==> src/rtl/core/tlik_pkg.sv <==
package tlik_pkg;

   // number format
   localparam int FRAC     = 13;   // fraction bits of angles
   localparam int ITER     = 16;   // CORDIC micro-rotations
   localparam int XW       = 19;   // foot coordinate width
   localparam int LW       = 18;   // link length width
   localparam int AW       = 17;   // angle width
   localparam int SDW      = 2;    // leg side width
   localparam int STW      = 2;    // status width

   // configuration port
   localparam int CSR_IW   = 3;
   localparam int CSR_DW   = LW;
   localparam logic [CSR_IW-1:0] CSR_LONG_LEN  = 3'd0;
   localparam logic [CSR_IW-1:0] CSR_SHORT_LEN = 3'd1;
   localparam logic [CSR_IW-1:0] CSR_ANGLE_HI  = 3'd2;
   localparam logic [CSR_IW-1:0] CSR_ANGLE_LO  = 3'd3;
   localparam logic [CSR_IW-1:0] CSR_LEG_SIDE  = 3'd4;

   localparam logic [LW-1:0]         RST_LONG_LEN  = 18'd200000;
   localparam logic [LW-1:0]         RST_SHORT_LEN = 18'd100000;
   localparam logic signed [AW-1:0]  RST_ANGLE_HI  = 17'sd25736;
   localparam logic signed [AW-1:0]  RST_ANGLE_LO  = -17'sd25736;
   localparam logic [SDW-1:0]        RST_LEG_SIDE  = 2'd0;

   localparam logic [SDW-1:0] SIDE_LEFT  = 2'd0;
   localparam logic [SDW-1:0] SIDE_RIGHT = 2'd1;

   // status codes
   localparam logic [STW-1:0] ST_UNREACHABLE = 2'd0;
   localparam logic [STW-1:0] ST_OK          = 2'd1;
   localparam logic [STW-1:0] ST_CLAMPED     = 2'd2;
   localparam logic [STW-1:0] ST_BAD_SIDE    = 2'd3;

   // datapath widths
   localparam int D2W      = 2 * XW;
   localparam int SUMW     = LW + 1;
   localparam int SUM2W    = 2 * SUMW;
   localparam int SQW      = 2 * LW;
   localparam int NUMW     = D2W + 2;
   localparam int D_SHIFT  = 16;
   localparam int R1IN     = D2W + D_SHIFT;
   localparam int R1W      = R1IN / 2;
   localparam int DENW     = LW + R1W + 1;
   localparam int M_SHIFT  = 8;
   localparam int MAGW     = NUMW + M_SHIFT;
   localparam int AQW      = FRAC + 2;
   localparam int R2IN     = 2 * FRAC + 2;
   localparam int R2W      = FRAC + 1;
   localparam int CIW      = (AQW > XW) ? AQW : XW;
   localparam int PRESHIFT = 24;
   localparam int CW       = CIW + PRESHIFT + 3;
   localparam int ZW       = 34;
   localparam int SZW      = ZW + 2;
   localparam int QFW      = SZW - (30 - FRAC);

   // request queue
   localparam int QD       = 4;
   localparam int QAW      = $clog2(QD);
   localparam int QCW      = QAW + 1;

   // back end stage positions
   localparam int K1       = R1W;
   localparam int KD       = K1 + 2 + FRAC;
   localparam int K2       = KD + 2 + R2W;
   localparam int KC       = K2 + 1 + ITER;
   localparam int LN       = KC + 3;
   localparam int BLAT     = KC + 3;
   localparam int TLAT     = KC + 6;

   localparam logic signed [ZW-1:0] Q30_PI      = 34'sd3373259426;
   localparam logic signed [ZW-1:0] Q30_HALF_PI = 34'sd1686629713;

   typedef struct packed {
      logic [LW-1:0]         long_len;
      logic [LW-1:0]         short_len;
      logic signed [AW-1:0]  angle_hi;
      logic signed [AW-1:0]  angle_lo;
      logic [SDW-1:0]        side;
   } cfg_type;

   typedef struct packed {
      logic [STW-1:0]          cls;
      logic signed [XW-1:0]    x;
      logic signed [XW-1:0]    y;
      logic [D2W-1:0]          d2;
      logic signed [NUMW-1:0]  num;
   } item_type;

   function automatic logic signed [ZW-1:0] atan_q30(input int i);
      logic signed [ZW-1:0] v;
      case (i)
         0:  v = 34'sh3243F6A8;
         1:  v = 34'sh1DAC6705;
         2:  v = 34'sh0FADBAFC;
         3:  v = 34'sh07F56EA6;
         4:  v = 34'sh03FEAB76;
         5:  v = 34'sh01FFD55B;
         6:  v = 34'sh00FFFAAA;
         7:  v = 34'sh007FFF55;
         8:  v = 34'sh003FFFEA;
         9:  v = 34'sh001FFFFD;
         10: v = 34'sh000FFFFF;
         11: v = 34'sh0007FFFF;
         12: v = 34'sh0003FFFF;
         13: v = 34'sh0001FFFF;
         14: v = 34'sh0000FFFF;
         15: v = 34'sh00007FFF;
         16: v = 34'sh00003FFF;
         17: v = 34'sh00001FFF;
         18: v = 34'sh00000FFF;
         19: v = 34'sh000007FF;
         20: v = 34'sh000003FF;
         21: v = 34'sh000001FF;
         22: v = 34'sh000000FF;
         23: v = 34'sh0000007F;
         default: v = '0;
      endcase
      return v;
   endfunction

endpackage

==> src/rtl/core/tlik_queue.sv <==
module tlik_queue
   import tlik_pkg::*;
(
   input  logic           clock,
   input  logic           reset,
   input  logic           push,
   input  item_type       push_item,
   input  logic           pop,
   output logic           pop_vld,
   output item_type       pop_item,
   output logic [QCW-1:0] level
);

   item_type         mem_ff [QD];
   logic [QAW-1:0]   wp_ff, rp_ff;
   logic [QCW-1:0]   level_ff;

   always_ff @(posedge clock) begin
      if (push) begin
         mem_ff[wp_ff] <= push_item;
      end
   end

   always_ff @(posedge clock) begin
      if (reset) begin
         wp_ff    <= '0;
         rp_ff    <= '0;
         level_ff <= '0;
      end else begin
         if (push) wp_ff <= wp_ff + 1'b1;
         if (pop)  rp_ff <= rp_ff + 1'b1;
         case ({push, pop})
            2'b10:   level_ff <= level_ff + 1'b1;
            2'b01:   level_ff <= level_ff - 1'b1;
            default: level_ff <= level_ff;
         endcase
      end
   end

   assign pop_vld  = level_ff != '0;
   assign pop_item = mem_ff[rp_ff];
   assign level    = level_ff;

   a_no_overflow: assert property (@(posedge clock) disable iff (reset)
      push && !pop |-> level_ff < QCW'(QD))
      else $error("request queue overflow");

   a_no_underflow: assert property (@(posedge clock) disable iff (reset)
      pop |-> level_ff != '0)
      else $error("request queue underflow");

endmodule

==> config.mk <==
export PLATFORM = sky130hd
export DESIGN_NAME = tlik_queue
export DESIGN_NICKNAME = d
export VERILOG_FILES = /design/src/rtl/core/tlik_pkg.sv /design/src/rtl/core/tlik_queue.sv
export SDC_FILE = /design/constraint.sdc
export NUM_CORES = 1
export LEC_CHECK = 0
export BUFFER_PORTS_ARGS = -buffer_cell sky130_fd_sc_hd__buf_2
export CAP_MARGIN = 20
export CORE_MARGIN = 2
export CORE_UTILIZATION = 45
export CTS_CLUSTER_SIZE = 10
export DETAILED_ROUTE_END_ITERATION = 8
export PLACE_DENSITY = 0.65
export SKIP_LAST_GASP = 1
export SLEW_MARGIN = 40
export SYNTH_ARGS = -nofsm -noshare
export SYNTH_HDL_FRONTEND = slang
export SYNTH_SLANG_ARGS = --single-unit
==> constraint.sdc <==
create_clock -name clock -period 5.1 [get_ports clock]
set_input_delay 0.51 -clock clock [delete_from_list [all_inputs] [get_ports clock]]
set_output_delay 0.51 -clock clock [all_outputs]
set_load 0.03 [all_outputs]
==> flow_summary.yaml <==
worst_setup_path:
  critPathKind: "reg2out"
  critPathRequiredTime_ns: 4.59
  r2r_start: "wp_ff[0]$_SDFFE_PP0P_"
  cp.arrival_ns: 2.57
  worstPathMaxFanout: 35
  end_kind: "primary output"
  worstSetupStartpointType: "flip-flop"
final_layout:
  final_layout_size_suffix_gt1_frac: 0.4517
  ff_latch_area_sq_mm: 0.01436
  multi_input_area_sq_mm: 0.002890
  final_area_sq_mm: 0.02093
  nets: 1076
  synthToLayoutAreaGrowth_pct: 20.21
  num-fill-cells: 2944
detailed_routing:
  wl_per_cell_um: 21.85
  ant_nets: 0
  first_pass_iters: 4
  wl_mm: 32.62
  drt-initial-drc-count: 355
  viasPerCell: 5.230
  via_count: 7808
  drc_errors: 0
pwr:
  swShare: 0.2319
  ir_drop_v: 0.0003656
  p_total_mw: 9.098
  power.leakage_nw: 6.998
  seq_power_share: 0.506
  p_int_mw: 6.988
  p_clk_frac: 0.380
  pwr-share-comb: 0.115
  p_per_area_mw_per_mm2: 434.7
  power.switching_mw: 2.110
synthesis:
  yosysWarnings: 0
  postSynthAreaPerCell_sq_um: 26.30
  synth-seq-cells: 481
  synth.distinct_cells: 19
  synth-seq-area-share: 0.8244
  synth.area.top_cells: "edfxtp_1 (81%), mux4_2 (15%), dfxtp_1 (1.0%), buf_2 (0.37%), ha_1 (0.36%)"
  synth_area_sq_mm: 0.01741
  synth_cells: 662
  yosysTopAreaCellShare: 0.8140
  syn_nets: 790
  synth_area_leader_cell: "edfxtp_1"
timing:
  setup_viol: 0
  skew_ns: 0.01185
  fmax_ghz: 0.3252
  tightest_slew_ns: 0.7329
  min_period_ns: 3.075
  rsz0062_at_grt: "false"
  hold_viol_final: 0
  fin_crit_sh: 0.6030
  finalHoldWorstSlack_ns: 0.1485
  finalWorstSetupSlack_ns: 2.025
  slew_headroom: 0.5114
  fin_tns_setup_ns: 0
  slew_viol_final: 0
die:
  num_rows: 72
  die_y_um: 200.7
  io_pins: 244
  die-area_sq_mm: 0.04028
  die_w_um: 200.7
  start_util: 0.4537
  core_area_sq_mm: 0.03838
cts:
  cts_tree: "yes"
  cts_resized: 0
  htreeDepth: 2
  insertion_delay_ns: 0.57
  cts.sink_count: 481
  postCtsHoldBufs: 0
  cts-root-buf: "clkbuf_16"
  clock_path_buffers: 3
  cts_setup_buffers: 0
  clk_pin_slew_ns: 0.05
  cts-buffers-inserted: 55
global_route:
  grt_pass1_wl_mm: 50.67
  antenna_found_initial: 7
  grt_max_degree: 82
  grt_pass1_vias: 8534
  grt_usage: 0.1665
  overflow: 0
placed_design:
  placed_area_sq_mm: 0.01937
  dp_slack_ns: 2.484
  place_hpwl_mm: 19.30
  io_buffers: 243
  gp_congestion: 0.6962
run:
  max_cap_viol_count: 0
run_status:
  status: "complete, no violations"
min_path:
  hold_start: "push_item[33]"
  hold_path_class: "in2reg"
-- path summary, 6_finish.rpt --
check | endpoint | slack, ns | cells past startpoint
setup / recovery | pop_item[114] | 2.02 | 3
hold / removal | mem_ff[0][33]$_DFFE_PP_ | 0.15 | 1
setup reg to reg | mem_ff[0][11]$_DFFE_PP_ | 3.17 | 5
hold reg to reg | level[2]$_SDFFE_PP0P_ | 0.51 | 2
-- worst max-delay path, cell delays in order, from the launching register on --
cell	delay (ns)
dfxtp_4	0.51
buf_4	0.63
mux4_2	0.62
buf_2	0.20
-- registers in the layout, indices dropped and copies added (netlist names), named ones only --
name,count
wp_ff,2
level,3
mem_ff,472
rp_ff,2
-- power groups by stage --
stage | clock (mW) | combinational, mW | sequential (mW)
final | 3.45 | 1.05 | 4.60
after global routing | 3.72 | 1.11 | 4.61
after CTS | 3.56 | 1.07 | 4.60
after detailed placement | 0 | 1.07 | 4.68
after global placement | 0 | 1.05 | 4.68
after floorplan | 0 | 0.720 | 4.68
-- per-layer routing --
metal | global-route usage | part of all wire | vias to the layer above
met5 | 0 | 0.0021 | -
met4 | 0.05212 | 0.020 | 10
met3 | 0.05049 | 0.072 | 61
met2 | 0.2626 | 0.48 | 228
met1 | 0.2253 | 0.42 | 4091
li1 | - | - | 3418
-- cell usage in the layout, fill, tap and decap left out, drive strengths merged --
master  count
nor2        8
dfxtp       9
xnor2       2
ha          5
diode       1
inv         7
fa          1
and2        4
buf       256
mux4      118
clkinv      2
bufinv      1
edfxtp    472
xor2        3
a21oi       2
nand2       1
mux2i       1
clkbuf     79
o21ai       1
or3         2
-- area by class of cell --
type | count | share of cell area
sequential | 481 | 0.6861
multi-input combinational | 148 | 0.1381
clock buffer | 79 | 0.07209
tap | 518 | 0.03096
timing repair buffer | 256 | 0.06928
clock inverter | 4 | 0.002272
inverter | 6 | 0.001076
antenna | 1 | 0.0001196
-- synthesized netlist by cell type (all sizes together) --
cell,count
ha,5
dfxtp,9
nor2,8
xnor2,2
and2,4
clkbuf,10
mux2i,1
edfxtp,472
mux4,118
a21oi,2
xor2,3
fa,1
or3,2
inv,6
nand2,1
o21ai,1
buf,17
-- cells by family (layout without fill, tap and decap cells) --
family                   count (synthesis)  after routing  share of synthesized area
flip-flops                             481            481                     0.8244
multiplexers                           119            119                     0.1532
buffers and inverters                   33            345                    0.01020
AND/OR/NAND/NOR                         15             15                   0.004096
adder cells (fa/ha/maj)                  6              6                   0.004743
XOR/XNOR                                 5              5                   0.002516
AO/OA/AOI/OAI                            3              3                  0.0008621
other                                    0              1                          0
-- stage by stage --
step | util | instances
final | 0.5454 | 1493
after CTS | 0.5453 | 1492
after global routing | 0.5454 | 1492
after detailed placement | 0.5047 | 1409
after floorplan | - | 662
after global placement | 0.5019 | 1404
Power figures use the tool's default switching activity.
