File: config.mk
export PLATFORM = sky130hd
export DESIGN_NAME = tlik_front
export DESIGN_NICKNAME = d
export VERILOG_FILES = /design/src/rtl/core/tlik_pkg.sv /design/src/rtl/core/tlik_front.sv
export SDC_FILE = /design/constraint.sdc
export NUM_CORES = 2
export LEC_CHECK = 0
export BUFFER_PORTS_ARGS = -buffer_cell sky130_fd_sc_hd__buf_2
export CORE_UTILIZATION = 60
export CTS_CLUSTER_SIZE = 30
export DETAILED_ROUTE_END_ITERATION = 16
export PLACE_DENSITY_LB_ADDON = 0.15
export SETUP_SLACK_MARGIN = 0.05
export SLEW_MARGIN = 15
export SYNTH_ARGS = -nofsm -noshare
export SYNTH_HDL_FRONTEND = slang
export SYNTH_SLANG_ARGS = --single-unit
export TNS_END_PERCENT = 20
File: constraint.sdc
create_clock -name clock -period 11.97 [get_ports clock]
set_clock_uncertainty 0.05 [all_clocks]
set_input_delay 2.394 -clock clock [delete_from_list [all_inputs] [get_ports clock]]
set_output_delay 2.394 -clock clock [all_outputs]
set_load 0.01 [all_outputs]
File: src/rtl/core/tlik_pkg.sv
package tlik_pkg;

   // number format
   localparam int FRAC     = 13;   // fraction bits of angles
   localparam int ITER     = 16;   // CORDIC micro-rotations
   localparam int XW       = 19;   // foot coordinate width
   localparam int LW       = 18;   // link length width
   localparam int AW       = 17;   // angle width
   localparam int SDW      = 2;    // leg side width
   localparam int STW      = 2;    // status width

   // configuration port
   localparam int CSR_IW   = 3;
   localparam int CSR_DW   = LW;
   localparam logic [CSR_IW-1:0] CSR_LONG_LEN  = 3'd0;
   localparam logic [CSR_IW-1:0] CSR_SHORT_LEN = 3'd1;
   localparam logic [CSR_IW-1:0] CSR_ANGLE_HI  = 3'd2;
   localparam logic [CSR_IW-1:0] CSR_ANGLE_LO  = 3'd3;
   localparam logic [CSR_IW-1:0] CSR_LEG_SIDE  = 3'd4;

   localparam logic [LW-1:0]         RST_LONG_LEN  = 18'd200000;
   localparam logic [LW-1:0]         RST_SHORT_LEN = 18'd100000;
   localparam logic signed [AW-1:0]  RST_ANGLE_HI  = 17'sd25736;
   localparam logic signed [AW-1:0]  RST_ANGLE_LO  = -17'sd25736;
   localparam logic [SDW-1:0]        RST_LEG_SIDE  = 2'd0;

   localparam logic [SDW-1:0] SIDE_LEFT  = 2'd0;
   localparam logic [SDW-1:0] SIDE_RIGHT = 2'd1;

   // status codes
   localparam logic [STW-1:0] ST_UNREACHABLE = 2'd0;
   localparam logic [STW-1:0] ST_OK          = 2'd1;
   localparam logic [STW-1:0] ST_CLAMPED     = 2'd2;
   localparam logic [STW-1:0] ST_BAD_SIDE    = 2'd3;

   // datapath widths
   localparam int D2W      = 2 * XW;
   localparam int SUMW     = LW + 1;
   localparam int SUM2W    = 2 * SUMW;
   localparam int SQW      = 2 * LW;
   localparam int NUMW     = D2W + 2;
   localparam int D_SHIFT  = 16;
   localparam int R1IN     = D2W + D_SHIFT;
   localparam int R1W      = R1IN / 2;
   localparam int DENW     = LW + R1W + 1;
   localparam int M_SHIFT  = 8;
   localparam int MAGW     = NUMW + M_SHIFT;
   localparam int AQW      = FRAC + 2;
   localparam int R2IN     = 2 * FRAC + 2;
   localparam int R2W      = FRAC + 1;
   localparam int CIW      = (AQW > XW) ? AQW : XW;
   localparam int PRESHIFT = 24;
   localparam int CW       = CIW + PRESHIFT + 3;
   localparam int ZW       = 34;
   localparam int SZW      = ZW + 2;
   localparam int QFW      = SZW - (30 - FRAC);

   // request queue
   localparam int QD       = 4;
   localparam int QAW      = $clog2(QD);
   localparam int QCW      = QAW + 1;

   // back end stage positions
   localparam int K1       = R1W;
   localparam int KD       = K1 + 2 + FRAC;
   localparam int K2       = KD + 2 + R2W;
   localparam int KC       = K2 + 1 + ITER;
   localparam int LN       = KC + 3;
   localparam int BLAT     = KC + 3;
   localparam int TLAT     = KC + 6;

   localparam logic signed [ZW-1:0] Q30_PI      = 34'sd3373259426;
   localparam logic signed [ZW-1:0] Q30_HALF_PI = 34'sd1686629713;

   typedef struct packed {
      logic [LW-1:0]         long_len;
      logic [LW-1:0]         short_len;
      logic signed [AW-1:0]  angle_hi;
      logic signed [AW-1:0]  angle_lo;
      logic [SDW-1:0]        side;
   } cfg_type;

   typedef struct packed {
      logic [STW-1:0]          cls;
      logic signed [XW-1:0]    x;
      logic signed [XW-1:0]    y;
      logic [D2W-1:0]          d2;
      logic signed [NUMW-1:0]  num;
   } item_type;

   function automatic logic signed [ZW-1:0] atan_q30(input int i);
      logic signed [ZW-1:0] v;
      case (i)
         0:  v = 34'sh3243F6A8;
         1:  v = 34'sh1DAC6705;
         2:  v = 34'sh0FADBAFC;
         3:  v = 34'sh07F56EA6;
         4:  v = 34'sh03FEAB76;
         5:  v = 34'sh01FFD55B;
         6:  v = 34'sh00FFFAAA;
         7:  v = 34'sh007FFF55;
         8:  v = 34'sh003FFFEA;
         9:  v = 34'sh001FFFFD;
         10: v = 34'sh000FFFFF;
         11: v = 34'sh0007FFFF;
         12: v = 34'sh0003FFFF;
         13: v = 34'sh0001FFFF;
         14: v = 34'sh0000FFFF;
         15: v = 34'sh00007FFF;
         16: v = 34'sh00003FFF;
         17: v = 34'sh00001FFF;
         18: v = 34'sh00000FFF;
         19: v = 34'sh000007FF;
         20: v = 34'sh000003FF;
         21: v = 34'sh000001FF;
         22: v = 34'sh000000FF;
         23: v = 34'sh0000007F;
         default: v = '0;
      endcase
      return v;
   endfunction

endpackage

File: src/rtl/core/tlik_front.sv
module tlik_front
   import tlik_pkg::*;
(
   input  logic                 clock,
   input  logic                 reset,
   input  logic                 start,
   input  logic signed [XW-1:0] foot_x,
   input  logic signed [XW-1:0] foot_y,
   input  cfg_type              cfg,
   input  logic [QCW-1:0]       q_level,
   output logic                 busy,
   output logic                 out_vld,
   output item_type             out_item
);

   logic                 f1v_ff;
   logic                 f1v_in;
   logic signed [XW-1:0] f1x_ff, f1y_ff;
   logic [D2W-1:0]       xx_ff, yy_ff;
   logic [SUM2W-1:0]     sum2_ff;
   logic [SQW-1:0]       diff2_ff, ss_ff, ll_ff;

   logic signed [D2W-1:0] pxx, pyy;
   logic [SUMW-1:0]       sum;
   logic [LW-1:0]         diff;

   logic                  f2v_ff;
   item_type              f2_ff;
   item_type              f2_in;
   logic [D2W-1:0]        d2;
   logic                  unreach;
   logic [QCW:0]          occ;

   // requests in flight plus queued must leave room for one more
   assign occ  = {1'b0, q_level} + (QCW+1)'(f1v_ff) + (QCW+1)'(f2v_ff);
   assign busy = occ >= (QCW+1)'(QD);

   assign f1v_in = start && !busy;
   assign pxx    = foot_x * foot_x;
   assign pyy    = foot_y * foot_y;
   assign sum    = SUMW'(cfg.long_len) + SUMW'(cfg.short_len);
   assign diff   = (cfg.long_len > cfg.short_len) ? cfg.long_len - cfg.short_len
                                                   : cfg.short_len - cfg.long_len;

   always_ff @(posedge clock) begin
      if (reset) begin
         f1v_ff <= 1'b0;
      end else begin
         f1v_ff <= f1v_in;
      end
   end

   always_ff @(posedge clock) begin
      f1x_ff   <= foot_x;
      f1y_ff   <= foot_y;
      xx_ff    <= unsigned'(pxx);
      yy_ff    <= unsigned'(pyy);
      sum2_ff  <= sum * sum;
      diff2_ff <= diff * diff;
      ss_ff    <= cfg.short_len * cfg.short_len;
      ll_ff    <= cfg.long_len * cfg.long_len;
   end

   assign d2      = xx_ff + yy_ff;
   assign unreach = (d2 > sum2_ff) || (d2 < D2W'(diff2_ff));

   always_comb begin
      f2_in.x   = f1x_ff;
      f2_in.y   = f1y_ff;
      f2_in.d2  = d2;
      f2_in.num = signed'(NUMW'(ss_ff)) + signed'(NUMW'(d2)) - signed'(NUMW'(ll_ff));
      if (unreach) begin
         f2_in.cls = ST_UNREACHABLE;
      end else if (cfg.side != SIDE_LEFT && cfg.side != SIDE_RIGHT) begin
         f2_in.cls = ST_BAD_SIDE;
      end else begin
         f2_in.cls = ST_OK;
      end
   end

   always_ff @(posedge clock) begin
      if (reset) begin
         f2v_ff <= 1'b0;
      end else begin
         f2v_ff <= f1v_ff;
      end
   end

   always_ff @(posedge clock) begin
      f2_ff <= f2_in;
   end

   assign out_vld  = f2v_ff;
   assign out_item = f2_ff;

endmodule

==> run summary <==
GRT Residual Overflow = 0
Worst relative slew slack = 17.8%
Post-layout nets = 11.1k
Async set-reset flop share out of synthesis = 0%
Xor/xnor cell area share of the yosys netlist = 3.84%
Fmax = 0.0925 GHz
H-tree levels = 2
Share of layout cells above drive strength 1 = 6.94%
Main combinational cell family by area after synthesis = adder cells
Min Tclk post-route = 10.81 ns
Final antenna-violating net count = 0
Worst-Skew Late Latency = 0.62 ns
P&R area growth vs syn = 7.43%
I/O pins = 236
EDFF count, synth = 0
Total CTS buffers = 41
Die area = 129000 um^2
Rows = 130
Share of the yosys chip area belonging to registers = 9.74%
R2r setup slk = 5.86 ns
Clk buf depth = 3
Routed len/inst = 19.4 um
Slew of the pin with the lowest slew margin = 1.23 ns
Crit-path max FO = 13
Setup TNS = 0 ns
Final Max Slew Viols = 0
Avg Inst Size Synth = 9.35 um^2
Hold Crit Class = register to register
Reg-to-reg critical path endpoint = out_item[36]$_DFF_P_
Gr usage total = 32.3%
HP Start = f1y_ff[6]$_DFF_P_
Syn Inst Count = 8155
Synthesized-area fraction occupied by adder cells = 57.0%
Slowest cell on crit path = fa_1
Worst r2r path cells = 19
Tcrit/Tclk final = 90.3%
Commonest cells after routing, fill and taps aside = inv_1 (2217), fa_1 (1613), ha_1 (897)
Setup CP Type = input port to register
Max cap viols = 0
Vias in the first global route = 59.1k
Final GP Congestion = 0.986
Setup crit end kind = register
Hold_buf cts = 0
Crit start category = input port
DRT iter0 DRCs = 3683
Root Buffer = clkbuf_16
Buf+Inv Stages, Crit Path = 8
Vias per Instance = 5.45
Clock sinks = 371
Status = completed
Synth Area in Compound Gates = 7.37%
Die height = 359 um
Core Area = 126000 um^2
Mux share of post-synthesis cell area = 0.192%
Port Buffers = 200
Simple-gate share of the synthesized area = 9.80%
Slowest cell delay on critical path = 0.56 ns
Mapped cell area = 76300 um^2
Setup Buffers After CTS = 0
Setup-violating endpoint count in the final report = 0
Post-route DRC = 0
Initial antenna violation count = 25
Hold Path Sink = out_item[84]$_DFF_P_
DRT Pass-1 Iters = 6
Distinct cells, synth = 90
Clock transition at the registers of the reported paths = 0.07 ns
Vias = 55.3k
Yosys warning total = 0
Initial core utilization = 60.6%
Delay-heaviest family, CP = adder cells
FF-to-FF Start = xx_ff[17]$_DFF_P_
CTS tree = done
First-pass GRT wire length = 317000 um
Worst hold path stage count = 0
Die Wd = 359 um
Dpl hpwl = 167000 um
Main area contributors after synthesis = fa_1 (42%), ha_1 (15%), inv_1 (11%)
Worst path most repeated cell = fa_1
Share of the synthesized area in the top cell type = 42.3%
Primary FF master, synth = dfxtp_1
Flop and latch count out of synthesis = 371
Commonest non-fill, non-tap cell in the layout = inv_1
Area leader, netlist = fa_1
Crit path DAT = 11.27 ns
CTS resizes = 0
Hold Fails Final Rpt = 0
Largest net degree at the start of global routing = 38
CP Launch Point = cfg[36]
Final wirelength = 196000 um
Unrepaired setup endpoints after global routing = no
Mapped Nets = 10.8k
Worst EP required = 12.43 ns
==> routing by layer <==
| layer | share of wire [%] | vias to the layer above | GRT usage, % |
|---|---|---|---|
| li1 | - | 25100 | - |
| met1 | 40 | 27900 | 43.6 |
| met2 | 46 | 1860 | 51.6 |
| met3 | 8.3 | 460 | 5.59 |
| met4 | 5.0 | 6 | 13.5 |
| met5 | 0.018 | - | 0 |
==> per-stage QoR <==
step	cells	setup slack [ns]	area, um^2	utilization (%)	hold WS [ns]
final	10100	1.16	81900	65.1	0.251
after global routing	10100	0.571	81900	65.1	0.244
after CTS	10100	1.21	81900	65.1	0.250
after detailed placement	10100	0.565	80500	63.9	0.262
after global placement	10100	0.619	80500	63.9	0.260
after floorplan	8155	1.16	76300	-	0.260
==> state kept, by name, indices dropped and copies added, names as in the netlist <==
| signal | cells |
|---|---|
| out_vld | 1 |
| diff2_ff | 35 |
| f1v_ff | 1 |
| sum2_ff | 36 |
| yy_ff | 37 |
| ss_ff | 35 |
| xx_ff | 37 |
| ll_ff | 35 |
| f1y_ff | 18 |
| f1x_ff | 18 |
| out_item | 118 |
==> cell families after synthesis <==
kind of cell | after synthesis
xor+xnor | 326
flops | 371
mux | 14
buf+inv | 2428
fa+ha+maj | 2510
compound gates | 850
simple gates | 1656
==> Yosys cell counts (17+ instances only) <==
library cell / number
or2_2: 17
a211oi_1: 30
o21bai_1: 35
a31oi_1: 26
nand2_1: 621
buf_2: 23
xnor2_1: 240
o31ai_1: 19
o21a_1: 54
nor2_1: 516
inv_1: 2217
inv_2: 17
and3_1: 30
o21ai_0: 122
nor3_1: 54
a21o_1: 150
dfxtp_1: 371
nand4_1: 28
xor2_1: 79
a21oi_1: 275
nand3_1: 37
clkbuf_1: 145
nor2b_1: 50
and2_1: 187
clkinv_1: 17
nand2b_1: 60
ha_1: 897
fa_1: 1613
==> layout make-up <==
cell class	instances	area, um^2
well taps	1650	2060
clock buffers	46	1080
repair buffers	431	2810
multi-input cells	5356	59700
fillers	10600	43900
clock inverters	30	385
inverters	2251	8450
flip-flops and latches	371	7430
diodes	4	10.0
==> worst max path at each step <==
| stage | endpoint | slack (ns) | depth (start not counted) |
|---|---|---|---|
| after floorplan | diff2_ff[34]$_DFF_P_ | 1.16 | 37 |
| after global placement | sum2_ff[37]$_DFF_P_ | 0.62 | 33 |
| after detailed placement | sum2_ff[37]$_DFF_P_ | 0.57 | 33 |
| after CTS | sum2_ff[36]$_DFF_P_ | 1.21 | 35 |
| after global routing | diff2_ff[34]$_DFF_P_ | 0.57 | 37 |
| final | sum2_ff[36]$_DFF_P_ | 1.16 | 35 |
Power is not shown: default switching activity piles up to over one toggle a cycle in this logic, so the estimate is an artifact.
